[config.mk]
export PLATFORM = sky130hd
export DESIGN_NAME = query_request_retry_controller
export DESIGN_NICKNAME = d
export VERILOG_FILES = /design/src/sv/qrr_pkg.sv /design/src/sv/query_request_retry_controller.sv /design/src/sv/qrr_step.sv
export SDC_FILE = /design/constraint.sdc
export NUM_CORES = 1
export LEC_CHECK = 0
export BUFFER_PORTS_ARGS = -buffer_cell sky130_fd_sc_hd__buf_2
export CAP_MARGIN = 10
export CORE_MARGIN = 4
export CORE_UTILIZATION = 35
export CTS_CLUSTER_DIAMETER = 200
export DETAILED_ROUTE_END_ITERATION = 10
export SLEW_MARGIN = 20
export SYNTH_ARGS = -nofsm -noshare
export SYNTH_HDL_FRONTEND = slang
export SYNTH_SLANG_ARGS = --single-unit
[constraint.sdc]
create_clock -name clk -period 6.7 [get_ports clk]
set_input_delay 0.67 -clock clk [delete_from_list [all_inputs] [get_ports clk]]
set_output_delay 0.67 -clock clk [all_outputs]
set_load 0.01 [all_outputs]
[src/sv/qrr_pkg.sv]
// Shared types, codes and reset constants for the query request retry controller.
package qrr_pkg;

	typedef enum logic [2:0] {
		OP_POLL     = 3'd0,
		OP_TRIGGER  = 3'd1,
		OP_COMPLETE = 3'd2,
		OP_FRAME    = 3'd3,
		OP_INVAL    = 3'd4
	} op_t;

	typedef enum logic [1:0] {
		REG_TIMEOUT    = 2'd0,
		REG_MAX_RETRY  = 2'd1,
		REG_IDLE_RETRY = 2'd2
	} reg_idx_t;

	localparam int unsigned CFG_W = 16;
	localparam int unsigned IN_TDATA_W = 40;
	localparam int unsigned OUT_TDATA_W = 8;

	localparam logic [15:0] TIMEOUT_RST    = 16'd1500;
	localparam logic [3:0]  MAX_RETRY_RST  = 4'd2;
	localparam logic [15:0] IDLE_RETRY_RST = 16'd2500;

	typedef struct packed {
		logic [15:0] timeout_ms;
		logic [3:0]  max_retry;
		logic [15:0] idle_retry_ms;
	} cfg_t;

	typedef struct packed {
		logic        pending;
		logic        got_frame;
		logic        deferred;
		logic [3:0]  retry_count;
		logic [31:0] sent_time;
		logic [31:0] idle_time;
	} state_t;

	typedef struct packed {
		logic [2:0]  operation;
		logic [31:0] now_ms;
		logic        boot_done;
		logic        main_page_on;
	} item_t;

	typedef struct packed {
		logic send_request;
		logic had_pending;
		logic gave_up;
	} result_t;

endpackage

[src/sv/query_request_retry_controller.sv]
// Top level: input register, event evaluation, controller state and result register.
//
// Usage:
//   Events enter on the s_ group. s_tuser carries the operation code (poll,
//   trigger, complete, frame received, invalidate); s_tdata carries the
//   millisecond timestamp and the boot and main-page flags. Every event
//   yields exactly one result word on the m_ group, whose tdata holds the
//   send_request, had_pending and gave_up flags.
//   An accepted event is evaluated against the controller state in the input
//   register, and its result is then captured in the result register.
//   Throughput is one event per cycle while the result side is not stalled by
//   m_tready; the state update of each event is done as it leaves the input
//   register, so the next event sees it directly.
//   The configuration port (cfg_we, cfg_index, cfg_wdata) writes timeout_ms,
//   max_retry and idle_retry_ms; write only while no event is in flight.
//   Reset clears all controller state and loads the default register values
//   (1500 ms timeout, 2 retries, 2500 ms idle interval).
//   When m_tready is low the result word holds; the input register still
//   fills, and s_tready drops only when both stages are occupied.
module query_request_retry_controller (
	input  logic                              clk,
	input  logic                              arst_n,
	input  logic                              s_tvalid,
	output logic                              s_tready,
	// [31:0] now_ms, [32] boot_done, [33] main_page_on, [39:34] zero
	input  logic [qrr_pkg::IN_TDATA_W-1:0]    s_tdata,
	// [2:0] operation
	input  logic [2:0]                        s_tuser,
	output logic                              m_tvalid,
	input  logic                              m_tready,
	// [0] send_request, [1] had_pending, [2] gave_up, [7:3] zero
	output logic [qrr_pkg::OUT_TDATA_W-1:0]   m_tdata,
	input  logic                              cfg_we,
	input  logic [1:0]                        cfg_index,
	input  logic [qrr_pkg::CFG_W-1:0]         cfg_wdata
);
	import qrr_pkg::*;

	cfg_t    cfg_q;
	state_t  state_q;
	state_t  state_nxt;
	item_t   item_s1;
	logic    valid_s1;
	result_t res_nxt;
	result_t res_s2;
	logic    valid_s2;
	logic    adv_s1;

	assign adv_s1   = valid_s1 && (!valid_s2 || m_tready);
	assign s_tready = !valid_s1 || adv_s1;
	assign m_tvalid = valid_s2;
	assign m_tdata  = {5'd0, res_s2.gave_up, res_s2.had_pending, res_s2.send_request};

	always_ff @(posedge clk or negedge arst_n) begin
		if (!arst_n) begin
			cfg_q.timeout_ms    <= TIMEOUT_RST;
			cfg_q.max_retry     <= MAX_RETRY_RST;
			cfg_q.idle_retry_ms <= IDLE_RETRY_RST;
		end else if (cfg_we) begin
			case (cfg_index)
				REG_TIMEOUT:    cfg_q.timeout_ms    <= cfg_wdata;
				REG_MAX_RETRY:  cfg_q.max_retry     <= cfg_wdata[3:0];
				REG_IDLE_RETRY: cfg_q.idle_retry_ms <= cfg_wdata;
				default: begin
				end
			endcase
		end
	end

	always_ff @(posedge clk or negedge arst_n) begin
		if (!arst_n) begin
			valid_s1 <= 1'b0;
		end else if (s_tready) begin
			valid_s1 <= s_tvalid;
		end
	end

	always_ff @(posedge clk) begin
		if (s_tready && s_tvalid) begin
			item_s1.operation    <= s_tuser;
			item_s1.now_ms       <= s_tdata[31:0];
			item_s1.boot_done    <= s_tdata[32];
			item_s1.main_page_on <= s_tdata[33];
		end
	end

	qrr_step u_step (
		.cfg  (cfg_q),
		.cur  (state_q),
		.item (item_s1),
		.nxt  (state_nxt),
		.res  (res_nxt)
	);

	always_ff @(posedge clk or negedge arst_n) begin
		if (!arst_n) begin
			state_q <= '0;
		end else if (adv_s1) begin
			state_q <= state_nxt;
		end
	end

	always_ff @(posedge clk or negedge arst_n) begin
		if (!arst_n) begin
			valid_s2 <= 1'b0;
		end else if (adv_s1) begin
			valid_s2 <= 1'b1;
		end else if (m_tready) begin
			valid_s2 <= 1'b0;
		end
	end

	always_ff @(posedge clk) begin
		if (adv_s1) begin
			res_s2 <= res_nxt;
		end
	end

`ifndef SYNTHESIS
	a_send_sets_pending: assert property (@(posedge clk) disable iff (!arst_n)
		adv_s1 && res_nxt.send_request |=> state_q.pending && !state_q.got_frame)
		else $error("issued request did not leave pending set");
	a_gave_up_exclusive: assert property (@(posedge clk) disable iff (!arst_n)
		valid_s2 |-> !(res_s2.gave_up && (res_s2.send_request || res_s2.had_pending)))
		else $error("gave_up combined with another result flag");
	a_complete_clears: assert property (@(posedge clk) disable iff (!arst_n)
		adv_s1 && item_s1.operation == OP_COMPLETE |=> !state_q.pending && state_q.got_frame)
		else $error("complete left request pending");
	a_empty_ready: assert property (@(posedge clk) disable iff (!arst_n)
		!valid_s1 |-> s_tready)
		else $error("input stalled with empty input register");
	a_state_hold: assert property (@(posedge clk) disable iff (!arst_n)
		!adv_s1 |=> $stable(state_q))
		else $error("state changed without an event");
`endif

endmodule

[src/sv/qrr_step.sv]
// Event evaluation: next controller state and result word for one event.
module qrr_step (
	input  qrr_pkg::cfg_t    cfg,
	input  qrr_pkg::state_t  cur,
	input  qrr_pkg::item_t   item,
	output qrr_pkg::state_t  nxt,
	output qrr_pkg::result_t res
);
	import qrr_pkg::*;

	logic [31:0] sent_age;
	logic [31:0] idle_age;
	logic        timed_out;
	logic        idle_due;

	assign sent_age  = item.now_ms - cur.sent_time;
	assign idle_age  = item.now_ms - cur.idle_time;
	assign timed_out = cur.pending && (sent_age >= {16'd0, cfg.timeout_ms});
	assign idle_due  = idle_age >= {16'd0, cfg.idle_retry_ms};

	always_comb begin
		logic done;
		logic issue;
		done  = 1'b0;
		issue = 1'b0;
		nxt   = cur;
		res   = '0;
		case (item.operation)
			OP_POLL: begin
				if (timed_out) begin
					nxt.pending = 1'b0;
					if (!cur.got_frame) begin
						if (cur.retry_count < cfg.max_retry) begin
							nxt.retry_count = cur.retry_count + 4'd1;
							issue = 1'b1;
						end else begin
							nxt.idle_time = item.now_ms;
							res.gave_up = 1'b1;
						end
						done = 1'b1;
					end
				end
				if (!done && cur.deferred && !nxt.pending && item.boot_done) begin
					nxt.deferred = 1'b0;
					issue = 1'b1;
					done = 1'b1;
				end
				if (!done && !nxt.pending && !cur.got_frame && item.main_page_on &&
				    item.boot_done && idle_due) begin
					nxt.idle_time = item.now_ms;
					nxt.retry_count = '0;
					issue = 1'b1;
				end
			end
			OP_TRIGGER: begin
				nxt.retry_count = '0;
				if (!item.boot_done) begin
					nxt.deferred = 1'b1;
				end else begin
					nxt.deferred = 1'b0;
					issue = 1'b1;
				end
			end
			OP_COMPLETE: begin
				res.had_pending = cur.pending;
				nxt.pending = 1'b0;
				nxt.got_frame = 1'b1;
				nxt.retry_count = '0;
			end
			OP_FRAME: begin
				nxt.got_frame = 1'b1;
			end
			OP_INVAL: begin
				nxt.got_frame = 1'b0;
			end
			default: begin
				nxt = cur;
			end
		endcase
		if (issue) begin
			nxt.pending = 1'b1;
			nxt.got_frame = 1'b0;
			nxt.sent_time = item.now_ms;
			res.send_request = 1'b1;
		end
	end

endmodule

Word-level counts from Yosys, hierarchy flattened:

Index checks and enable logic that the tools add are counted.

* input port bits: 66
* word-level logic and storage cells: 110
* output and inout port bits: 10
* bits in registers: 149

* mux-type cells: 33
* bitwise gates (word level): 2
* $lt $le $gt $ge: 3
* add/sub/neg operators: 3
* equality and inequality tests: 12
* reductions and logical operators: 39

Operators with widths (number)
* $mux W32: 4
* $ge A32 B16 Y1: 2
* $sub A32 B32 Y32: 2
* $mux W1: 19
* $mux W4: 4
* $reduce_and A2 Y1: 6
* $logic_and A1 B1 Y1: 11
* $reduce_and A5 Y1: 2
* $pmux W1 S2: 4
* $pmux W4 S2: 1
* $reduce_bool A2 Y1: 4
* $eq A3 B2 Y1 const B: 2
* $logic_not A1 Y1: 6
* $ne A3 B1 Y1 const B: 2
* $reduce_bool A3 Y1: 2
* $add A4 B1 Y4 const B: 1
* $lt A4 B4 Y1: 1
* $ne A2 B1 Y1 const B: 2
* $reduce_or A2 Y1: 2
* $eq A3 B1 Y1 const B: 1
* $eq A3 B3 Y1 const B: 1
* $logic_not A3 Y1: 1
* $ne A3 B2 Y1 const B: 1
* $reduce_and A3 Y1: 1
* other kinds (8): 10

Longest topological paths before layout:

Gate-level depths: netlist of the first run.

* depth after elaboration: 21
* gate-level depth with buffers: 23
* mapped depth without buffers: 22

Cells and area by module:

Synthesis of the first run repeated with hierarchy kept, for this count alone.

* cells, all modules: 1137
* area total of the unflattened synthesis: 11222.0 um^2

By module, submodules not included
* qrr_step: cells an instance 856, seq. area each 0.0 um^2, area an instance 5896.9 um^2, times used 1
* query_request_retry_controller: cells an instance 281, seq. area each 3945.0 um^2, area an instance 5325.1 um^2, times used 1

Worst setup path before layout of the first run:

No wires, ideal clock.

* kind: flip-flop to flip-flop
* start point: register item_s1[2] (netlist name)
* end point: register state_q[57] (netlist name)
* buffers on the path: 1
* data required time: 6.572 ns
* clock period less this slack: 4.676 ns
* setup slack: 2.024 ns
* arrival: 4.548 ns
* setup time: 0.128 ns
* cell stages (with the launch flop): 22
* cell sequence: edfxtp_1 > inv_1 > ha_1 > fa_1 > and2b_1 > o2111ai_4 > a211oi_2 > or2_2 > a21oi_1 > xnor2_1 > ha_1 > a21o_1 > a221oi_1 > o211ai_1 > a2111oi_0 > o2111ai_1 > nor4_2 > o21ai_0 > o22ai_2 > a21oi_4 > buf_6 > mux2_1

* cells in the longest elaborated chain, start to end: 20
* elaborated cells between the ends (all ways): 27
* classes of those cells: 2 x add/sub; 2 x order compare; 10 x mux; 13 x reduce/logical

Ends and longest elaborated chain
* from (decl): line query_request_retry_controller.sv:42 `item_t item_s1;`
* $sub A32 B32 Y32: line qrr_step.sv:16 `assign sent_age = item.now_ms - cur.sent_time;`
* $ge A32 B16 Y1: line qrr_step.sv:18 `assign timed_out = cur.pending && (sent_age >= {16'd0, cfg.timeout_ms});`
* $logic_and A1 B1 Y1: line qrr_step.sv:18
* $mux W1: line qrr_step.sv:30 `if (timed_out) begin`
* $mux W1: line qrr_step.sv:28 `case (item.operation)`
* $logic_not A1 Y1: line qrr_step.sv:43 `if (!done && cur.deferred && !nxt.pending && item.boot_done) begin`
* $logic_and A1 B1 Y1 (3 in series): line qrr_step.sv:43
* $mux W1: line qrr_step.sv:43
* $mux W1: line qrr_step.sv:28
* $logic_not A1 Y1: line qrr_step.sv:48 `if (!done && !nxt.pending && !cur.got_frame && item.main_page_on &&`
* $logic_and A1 B1 Y1 (4 in series): line qrr_step.sv:48
* $logic_and A1 B1 Y1: line qrr_step.sv:49 `item.boot_done && idle_due) begin`
* $mux W1 *: line qrr_step.sv:48
* $pmux W1 S2 *: line qrr_step.sv:28
* $reduce_and A2 Y1 (no source line) *
* to (signal assigned): line query_request_retry_controller.sv:99 `state_q <= state_nxt;`
* to (decl): line query_request_retry_controller.sv:40 `state_t state_q;`

Every way passes the cells marked *; elsewhere a longest branch is shown, timed or not. The select of a mux whose other input is x is not followed.
A chain may end at the register's enable or synchronous reset.

Worst setup path in the final report of the first run:

* start point: register item_s1[6] (netlist name)
* end point: register state_q[12] (netlist name)

* cells in the longest elaborated chain, start to end: 19
* elaborated cells between the ends (all ways): 27
* classes of those cells: 2 x add/sub; 2 x order compare; 2 x eq/ne; 7 x mux; 14 x reduce/logical

Ends and longest elaborated chain (line)
* $sub A32 B32 Y32: qrr_step.sv:16
* $ge A32 B16 Y1: qrr_step.sv:18
* $logic_and A1 B1 Y1: qrr_step.sv:18
* $mux W1: qrr_step.sv:30
* $mux W1: qrr_step.sv:28
* $logic_not A1 Y1: qrr_step.sv:43
* $logic_and A1 B1 Y1 (3 in series): qrr_step.sv:43
* $mux W1: qrr_step.sv:43
* $mux W1: qrr_step.sv:28
* $logic_not A1 Y1: qrr_step.sv:48
* $logic_and A1 B1 Y1 (4 in series): qrr_step.sv:48
* $logic_and A1 B1 Y1: qrr_step.sv:49
* $ne A2 B2 Y1 (no source line) (tied with other cells)
* $reduce_and A5 Y1 (no source line)

Several ways; a longest one is shown, not always the timed one. The select of a mux whose other input is x is not followed.

==> results of run 1 <==
[Yosys cell counts, types with 4 or more instances]
cell type / n / share of area (%)
o211ai_1: 12 / 0.86
o221ai_1: 4 / 0.33
a21o_1: 27 / 1.9
xnor2_1: 29 / 2.4
edfxtp_1: 40 / 11
o21ai_1: 4 / 0.19
and2_1: 5 / 0.30
inv_1: 127 / 4.5
o21bai_1: 4 / 0.29
and3_1: 15 / 0.89
o21ai_0: 53 / 2.5
mux2_1: 14 / 1.5
xor2_1: 12 / 1.0
nor2_1: 47 / 1.7
dfrtp_1: 96 / 23
nand2b_1: 12 / 0.71
a211oi_1: 12 / 0.86
buf_2: 4 / 0.19
mux2_2: 69 / 7.4
and4_1: 6 / 0.50
o22ai_1: 4 / 0.24
a21oi_1: 73 / 3.5
nand2_1: 79 / 2.8
ha_1: 98 / 12
clkbuf_1: 15 / 0.53
nor3_1: 16 / 0.76
nand3_1: 25 / 1.2
o2111ai_1: 6 / 0.50
or3_1: 9 / 0.53
buf_4: 7 / 0.50
dfstp_2: 13 / 3.2
nand3b_1: 7 / 0.50
a31o_2: 4 / 0.33
o21a_1: 10 / 0.71
a31oi_1: 7 / 0.42
nor2b_1: 6 / 0.36
buf_6: 6 / 0.64
nand4_1: 20 / 1.2
mux2i_1: 7 / 0.67
[per-layer routing]
layer / global-route usage [%] / wire length, um / vias up
li1: - / - / 4016
met1: 20.8 / 12000 / 3932
met2: 26.1 / 12100 / 168
met3: 3.06 / 1010 / 37
met4: 5.25 / 479 / 2
met5: 0 / 13 / -
[sequential cells by signal, indices dropped and copies added (netlist names)]
| register | flops |
|---|---|
| state_q | 71 |
| item_s1 | 37 |
| cfg_q | 36 |
| m_tdata | 3 |
| m_tvalid | 1 |
| valid_s1 | 1 |
[layout by cell type, fill, tap and decap left out, types with 27 or more instances in the layout]
master	count
inv_1	127
ha_1	98
dfrtp_1	96
nand2_1	79
a21oi_1	73
mux2_2	69
buf_2	63
o21ai_0	53
nor2_1	47
edfxtp_1	40
xnor2_1	29
a21o_1	27
[layout make-up]
cell class,instances,area (sq um)
fillers,3012,17800
multi-input cells,774,5940
flip-flops and latches,149,3950
well taps,390,488
inverters,127,477
clock buffers,19,453
repair buffers,68,353
clock inverters,13,148
[path summary, 6_finish.rpt]
| check | end | slack [ns] | cells past startpoint |
|---|---|---|---|
| min in group clk | item_s1[10]$_DFFE_PP_ | 0.40 | 1 |
| max in group asynchronous | state_q[16]$_DFFE_PN0P_ | 5.21 | 2 |
| max reg2reg | state_q[12]$_DFFE_PN0P_ | 0.69 | 22 |
| max | state_q[12]$_DFFE_PN0P_ | 0.69 | 22 |
| min reg2reg | m_tvalid$_DFFE_PN0P_ | 0.48 | 1 |
| min | cfg_q[4]$_DFFE_PN0P_ | 0.25 | 1 |
[through the flow]
step                      hold slack, ns  worst slack (ns)  power, mW  instance area, sq um  util (%)
final                              0.248             0.686       5.05                 11800      39.8
after global routing               0.293             0.383       5.50                 11800      39.8
after CTS                          0.256             0.726       5.08                 11800      39.8
after detailed placement           0.476             0.812       4.06                 11200      37.8
after global placement             0.467             0.894       4.01                 11200      37.8
after floorplan                    0.374              2.02       3.41                 10600         -
[power by group through the flow]
stage / clock network, mW / logic [mW] / registers (mW)
2_1_floorplan: 0 / 2.11 / 1.29
3_3_place_gp: 0 / 2.69 / 1.33
3_5_place_dp: 0 / 2.72 / 1.34
4_1_cts: 1.02 / 2.75 / 1.32
5_1_grt: 1.05 / 3.11 / 1.35
6_report: 0.984 / 2.75 / 1.32
[cells by family (layout without fill, tap and decap cells)]
group           after synthesis  in the layout  synth area share [%]
compound gates              271            271                  18.1
flops                       149            149                  37.4
buf+inv                     160            227                  6.44
fa+ha+maj                   100            100                  12.0
mux                          90             90                  9.54
other cells                   1              5                0.0356
xor+xnor                     41             41                  3.41
simple gates                267            267                  13.1
==> results_dict.tcl, run 1 <==
set metrics [dict create \
    worst_pin_slew_ns 1.01 \
    avgRoutedWirePerCell_um 16.6 \
    first_pass_iters 5 \
    p_per_area_nw_per_um2 428 \
    cts-htree-levels 4 \
    ys_types 87 \
    cp_slowest_cell "edfxtp_1" \
    cp_max_fo 18 \
    diodes 0 \
    dp.cells 1508 \
    ys.flop_type "dfrtp_1" \
    final.period_utilization_pct 89.8 \
    sw_frac_of_total_pct 42.3 \
    crit_path_start "item_s1[6]$_DFFE_PP_" \
    die_height_um 182 \
    nNetsFinal 1303 \
    routabilityCongestion 0.940 \
    gr-usage-all-layers_pct 15.8 \
    vias_per_cell 5.30 \
    slew_violations 0 \
    core.rowCount 63 \
    hpwl_mm 20.0 \
    cts-resized-gates 0 \
    drive_above_1_share_pct 18.0 \
    cp.arrival_ns 6.33 \
    rsz0062_at_grt "no" \
    clock-root-buffer "clkbuf_16" \
    synth_edf_count 40 \
    drc 0 \
    comb_power_share_pct 54.4 \
    cts_setup_buffers 0 \
    path_cells "ha_1, a21o_1, a31o_2, o21ai_0, nand2_1, a21o_1, a21oi_1, o21bai_1, a31oi_1, xnor2_1, ha_1, a21o_1, a21o_1, a2111oi_0, o221a_2, nand4_1, nor4_1, nand4_1, nand2_1, a21boi_4, buf_4, mux2_1" \
    start_util_pct 35.5 \
    fin_cells 1540 \
    intPower_mw 2.91 \
    io-pin-count 76 \
    first_global_vias 8175 \
    die-area_sq_um 32900 \
    max_stage_delay_ns 0.44 \
    slew_headroom_pct 32.6 \
    grt_max_degree 64 \
    period_needed_ns 6.01 \
    die_x_um 182 \
    critical_path_buf_inv_count 1 \
    start_kind "flip-flop" \
    outcome "finished clean" \
    crit_family "compound AO/OA/AOI/OAI gates" \
    peakVddDrop_v 0.000194 \
    wirelength_mm 25.6 \
    ant_nets 0 \
    grt.overflow.total 0 \
    syn_area_sq_um 10500 \
    yosys_warnings 0 \
    fmax_ghz 0.166 \
    cts-buffers-inserted 17 \
    cap_viol_max_count 0 \
    skew_ns 0.0136 \
    drt_iter0_drc 550 \
    hold_viol 0 \
    ctsHoldBuffers 0 \
    ys_ff_latch 149 \
    leakagePower_nw 5.20 \
    grt_pass1_wl_mm 41.8 \
    core_area_sq_um 29600 \
    finalSetupViolations 0 \
    cp-end-kind "flip-flop" \
    clk_pin_slew_ns 0.07 \
    power_frac_seq_pct 26.1 \
    io_buffer_count 64 \
    required_ns 7.02 \
    pwr-share-clk_pct 19.5 \
    syn_area_per_cell_sq_um 9.76 \
    rr_startpoint "item_s1[6]$_DFFE_PP_" \
    cts_tree "done" \
    clock_path_buffers 2 \
    clk_latency_ns 0.44 \
    worstSetupPathType "flip-flop to flip-flop" \
    tns_ns 0 \
    crit_top_cell "a21o_1" \
    syn2layout_area_growth_pct 12.0 \
    vias 8155 \
    hold_path_class "input port to asynchronous set/reset pin" \
    synth_async_sr_flop_share_pct 73.2 \
    synthCells 1079 \
    antenna_found_initial 1 \
    cts_sinks 149 \
    switching_power_mw 2.13 \
    synth.yosys.seq_area_share_pct 37.4 \
]
No activity file was read; power rests on OpenSTA's default activity.
==> run 2: changes to the inputs <==
==> constraint.sdc (replaced) <==
create_clock -name clk -period 6.7 [get_ports clk]
set_input_delay 1.34 -clock clk [delete_from_list [all_inputs] [get_ports clk]]
set_output_delay 1.34 -clock clk [all_outputs]
set_load 0.01 [all_outputs]
==> run 2 against run 1 <==
Sequential share of layout area fell by 0.20 points. Routed wire length rose by 0.20%. Worst hold slack improved by 0.24 ns. Sequential power barely moved. Die area did not move. Clock skew rose by 0.0016 ns. Non-clock buffer count did not move. Count of clock-buffer cells in the layout did not move. Worst setup slack improved by 0.060 ns. Sequential cell count did not move. First-iteration DRC count fell by 2.2%. Largest cell class unchanged.
==> results_dict.tcl, run 2 (synthesized netlist as in run 1, its figures left out) <==
set metrics [dict create \
    io_buffer_count 64 \
    syn2layout_area_growth_pct 12.6 \
    cp_max_fo 17 \
    routabilityCongestion 0.901 \
    vias_per_cell 5.29 \
    comb_power_share_pct 53.2 \
    dp.cells 1508 \
    fin_cells 1540 \
    seqCellArea_sq_um 3950 \
    rsz0062_at_grt "no" \
    drt_iter0_drc 538 \
    nNetsFinal 1303 \
    antenna_found_initial 0 \
    clock-root-buffer "clkbuf_16" \
    cts-resized-gates 0 \
    cts-htree-levels 4 \
    place_worst_setup_slack_ns 0.757 \
    hold_path_class "flip-flop to flip-flop" \
    crit_top_cell "a21o_1" \
    first_global_vias 8176 \
    wirelength_mm 25.6 \
    ctsHoldBuffers 0 \
    worstSetupPathType "flip-flop to flip-flop" \
    hold_end "state_q[11]$_DFFE_PN0P_" \
    hold_viol 0 \
    clock_path_buffers 2 \
    switching_power_mw 2.12 \
    diodes 0 \
    final_cell_mix "127 x inv_1, 98 x ha_1, 96 x dfrtp_1" \
    top_regs "state_q (71), item_s1 (37), cfg_q (36)" \
    core_area_sq_um 29600 \
    grt_max_degree 64 \
    die-area_sq_um 32900 \
    cts_sinks 149 \
    nFillCells 3004 \
    largest_reg_flops 71 \
    max_stage_delay_ns 0.44 \
    final.period_utilization_pct 88.9 \
    hpwl_mm 19.9 \
    tns_ns 0 \
    grt.overflow.total 0 \
    p_per_area_nw_per_um2 433 \
    pwr-share-clk_pct 21.2 \
    crit_family "compound AO/OA/AOI/OAI gates" \
    power_frac_seq_pct 25.6 \
    rr_startpoint "item_s1[6]$_DFFE_PP_" \
    start_util_pct 35.5 \
    ff2ff_setup_slack_ns 0.75 \
    ant_nets 0 \
    vias 8150 \
    gr-usage-all-layers_pct 15.9 \
    io-pin-count 76 \
    peakVddDrop_v 0.000204 \
    hold_path_depth 1 \
    worst_pin_slew_ns 1.03 \
    cts_tree "done" \
    required_ns 7.00 \
    intPower_mw 3.03 \
    cap_viol_max_count 0 \
    cp_slowest_cell "edfxtp_1" \
    multi_input_area_sq_um 5930 \
    period_needed_ns 5.95 \
    die_x_um 182 \
    slew_headroom_pct 31.3 \
    cts-buffers-inserted 17 \
    cp-end-kind "flip-flop" \
    drive_above_1_share_pct 18.0 \
    start_kind "flip-flop" \
    cp.arrival_ns 6.26 \
    core.rowCount 63 \
    worst_slack_ns 0.746 \
    sw_frac_of_total_pct 41.1 \
    first_pass_iters 5 \
    grt_pass1_wl_mm 42.4 \
    min-delay-start "state_q[11]$_DFFE_PN0P_" \
    layout_commonest_cell "inv_1" \
    finalSetupViolations 0 \
    largest-register "state_q" \
    avgRoutedWirePerCell_um 16.6 \
    skew_ns 0.0153 \
    r2r_cells 22 \
    clk_pin_slew_ns 0.07 \
    fmax_ghz 0.168 \
    leakagePower_nw 5.24 \
    critical_path_buf_inv_count 1 \
    path_cells "ha_1, a21o_1, a31o_2, o21ai_0, nand2_1, a21o_1, a21oi_1, o21bai_1, a31oi_1, xnor2_1, ha_1, a21o_1, a21o_1, a2111oi_0, o221a_2, nand4_1, nor4_1, nand4_1, nand2_1, a21boi_4, buf_4, mux2_1" \
    slew_violations 0 \
    drc 0 \
    cts_setup_buffers 0 \
    r2r-end "state_q[11]$_DFFE_PN0P_" \
    outcome "finished clean" \
    clk_latency_ns 0.44 \
    die_height_um 182 \
]
run 2: changes by cell type in the layout (fill, tap and decap cells not counted), sizes merged:
cell | before | now
bufinv | 2 | 5
clkinvlp | 4 | 1
run 2: stage by stage:
step / power (mW) / hold WS, ns / utilization (%) / instance area, sq um
after floorplan: 3.41 / 0.457 / - / 10600
after global placement: 4.02 / 0.467 / 37.8 / 11200
after detailed placement: 4.05 / 0.475 / 37.8 / 11200
after CTS: 5.18 / 0.489 / 40.0 / 11900
after global routing: 5.62 / 0.498 / 40.0 / 11900
final: 5.14 / 0.483 / 40.0 / 11900
run 2: power by group through the flow:
| stage | Clock [mW] | Combinational [mW] | Sequential [mW] |
|---|---|---|---|
| after floorplan | 0 | 2.11 | 1.29 |
| after global placement | 0 | 2.69 | 1.32 |
| after detailed placement | 0 | 2.72 | 1.33 |
| after CTS | 1.12 | 2.74 | 1.32 |
| after global routing | 1.16 | 3.10 | 1.35 |
| final | 1.09 | 2.74 | 1.32 |
run 2: layout make-up:
cell class                      count  area share, %
Clock buffer                       19           3.82
Clock inverter                     13           1.84
Inverter                          127           4.02
Multi-Input combinational cell    774           50.0
Sequential cell                   149           33.2
Tap cell                          390           4.11
Timing Repair Buffer               68           2.97
run 2: worst max-delay path by stage:
stage / slack (ns) / to / cells after the start / startpoint
2_1_floorplan: 2.02 / state_q[57]$_DFFE_PN0P_ / 21 / item_s1[2]$_DFFE_PP_
3_3_place_gp: 0.87 / state_q[11]$_DFFE_PN0P_ / 21 / item_s1[2]$_DFFE_PP_
3_5_place_dp: 0.76 / state_q[26]$_DFFE_PN0P_ / 21 / item_s1[2]$_DFFE_PP_
4_1_cts: 0.72 / state_q[11]$_DFFE_PN0P_ / 21 / item_s1[2]$_DFFE_PP_
5_1_grt: 0.30 / state_q[20]$_DFFE_PN0P_ / 22 / item_s1[6]$_DFFE_PP_
6_report: 0.75 / state_q[11]$_DFFE_PN0P_ / 22 / item_s1[6]$_DFFE_PP_
run 2: per-layer routing:
metal | GRT usage [%] | share of wire, %
met1 | 21.2 | 47
met2 | 26.5 | 47
met3 | 2.84 | 3.6
met4 | 4.38 | 1.7
met5 | 0 | 0
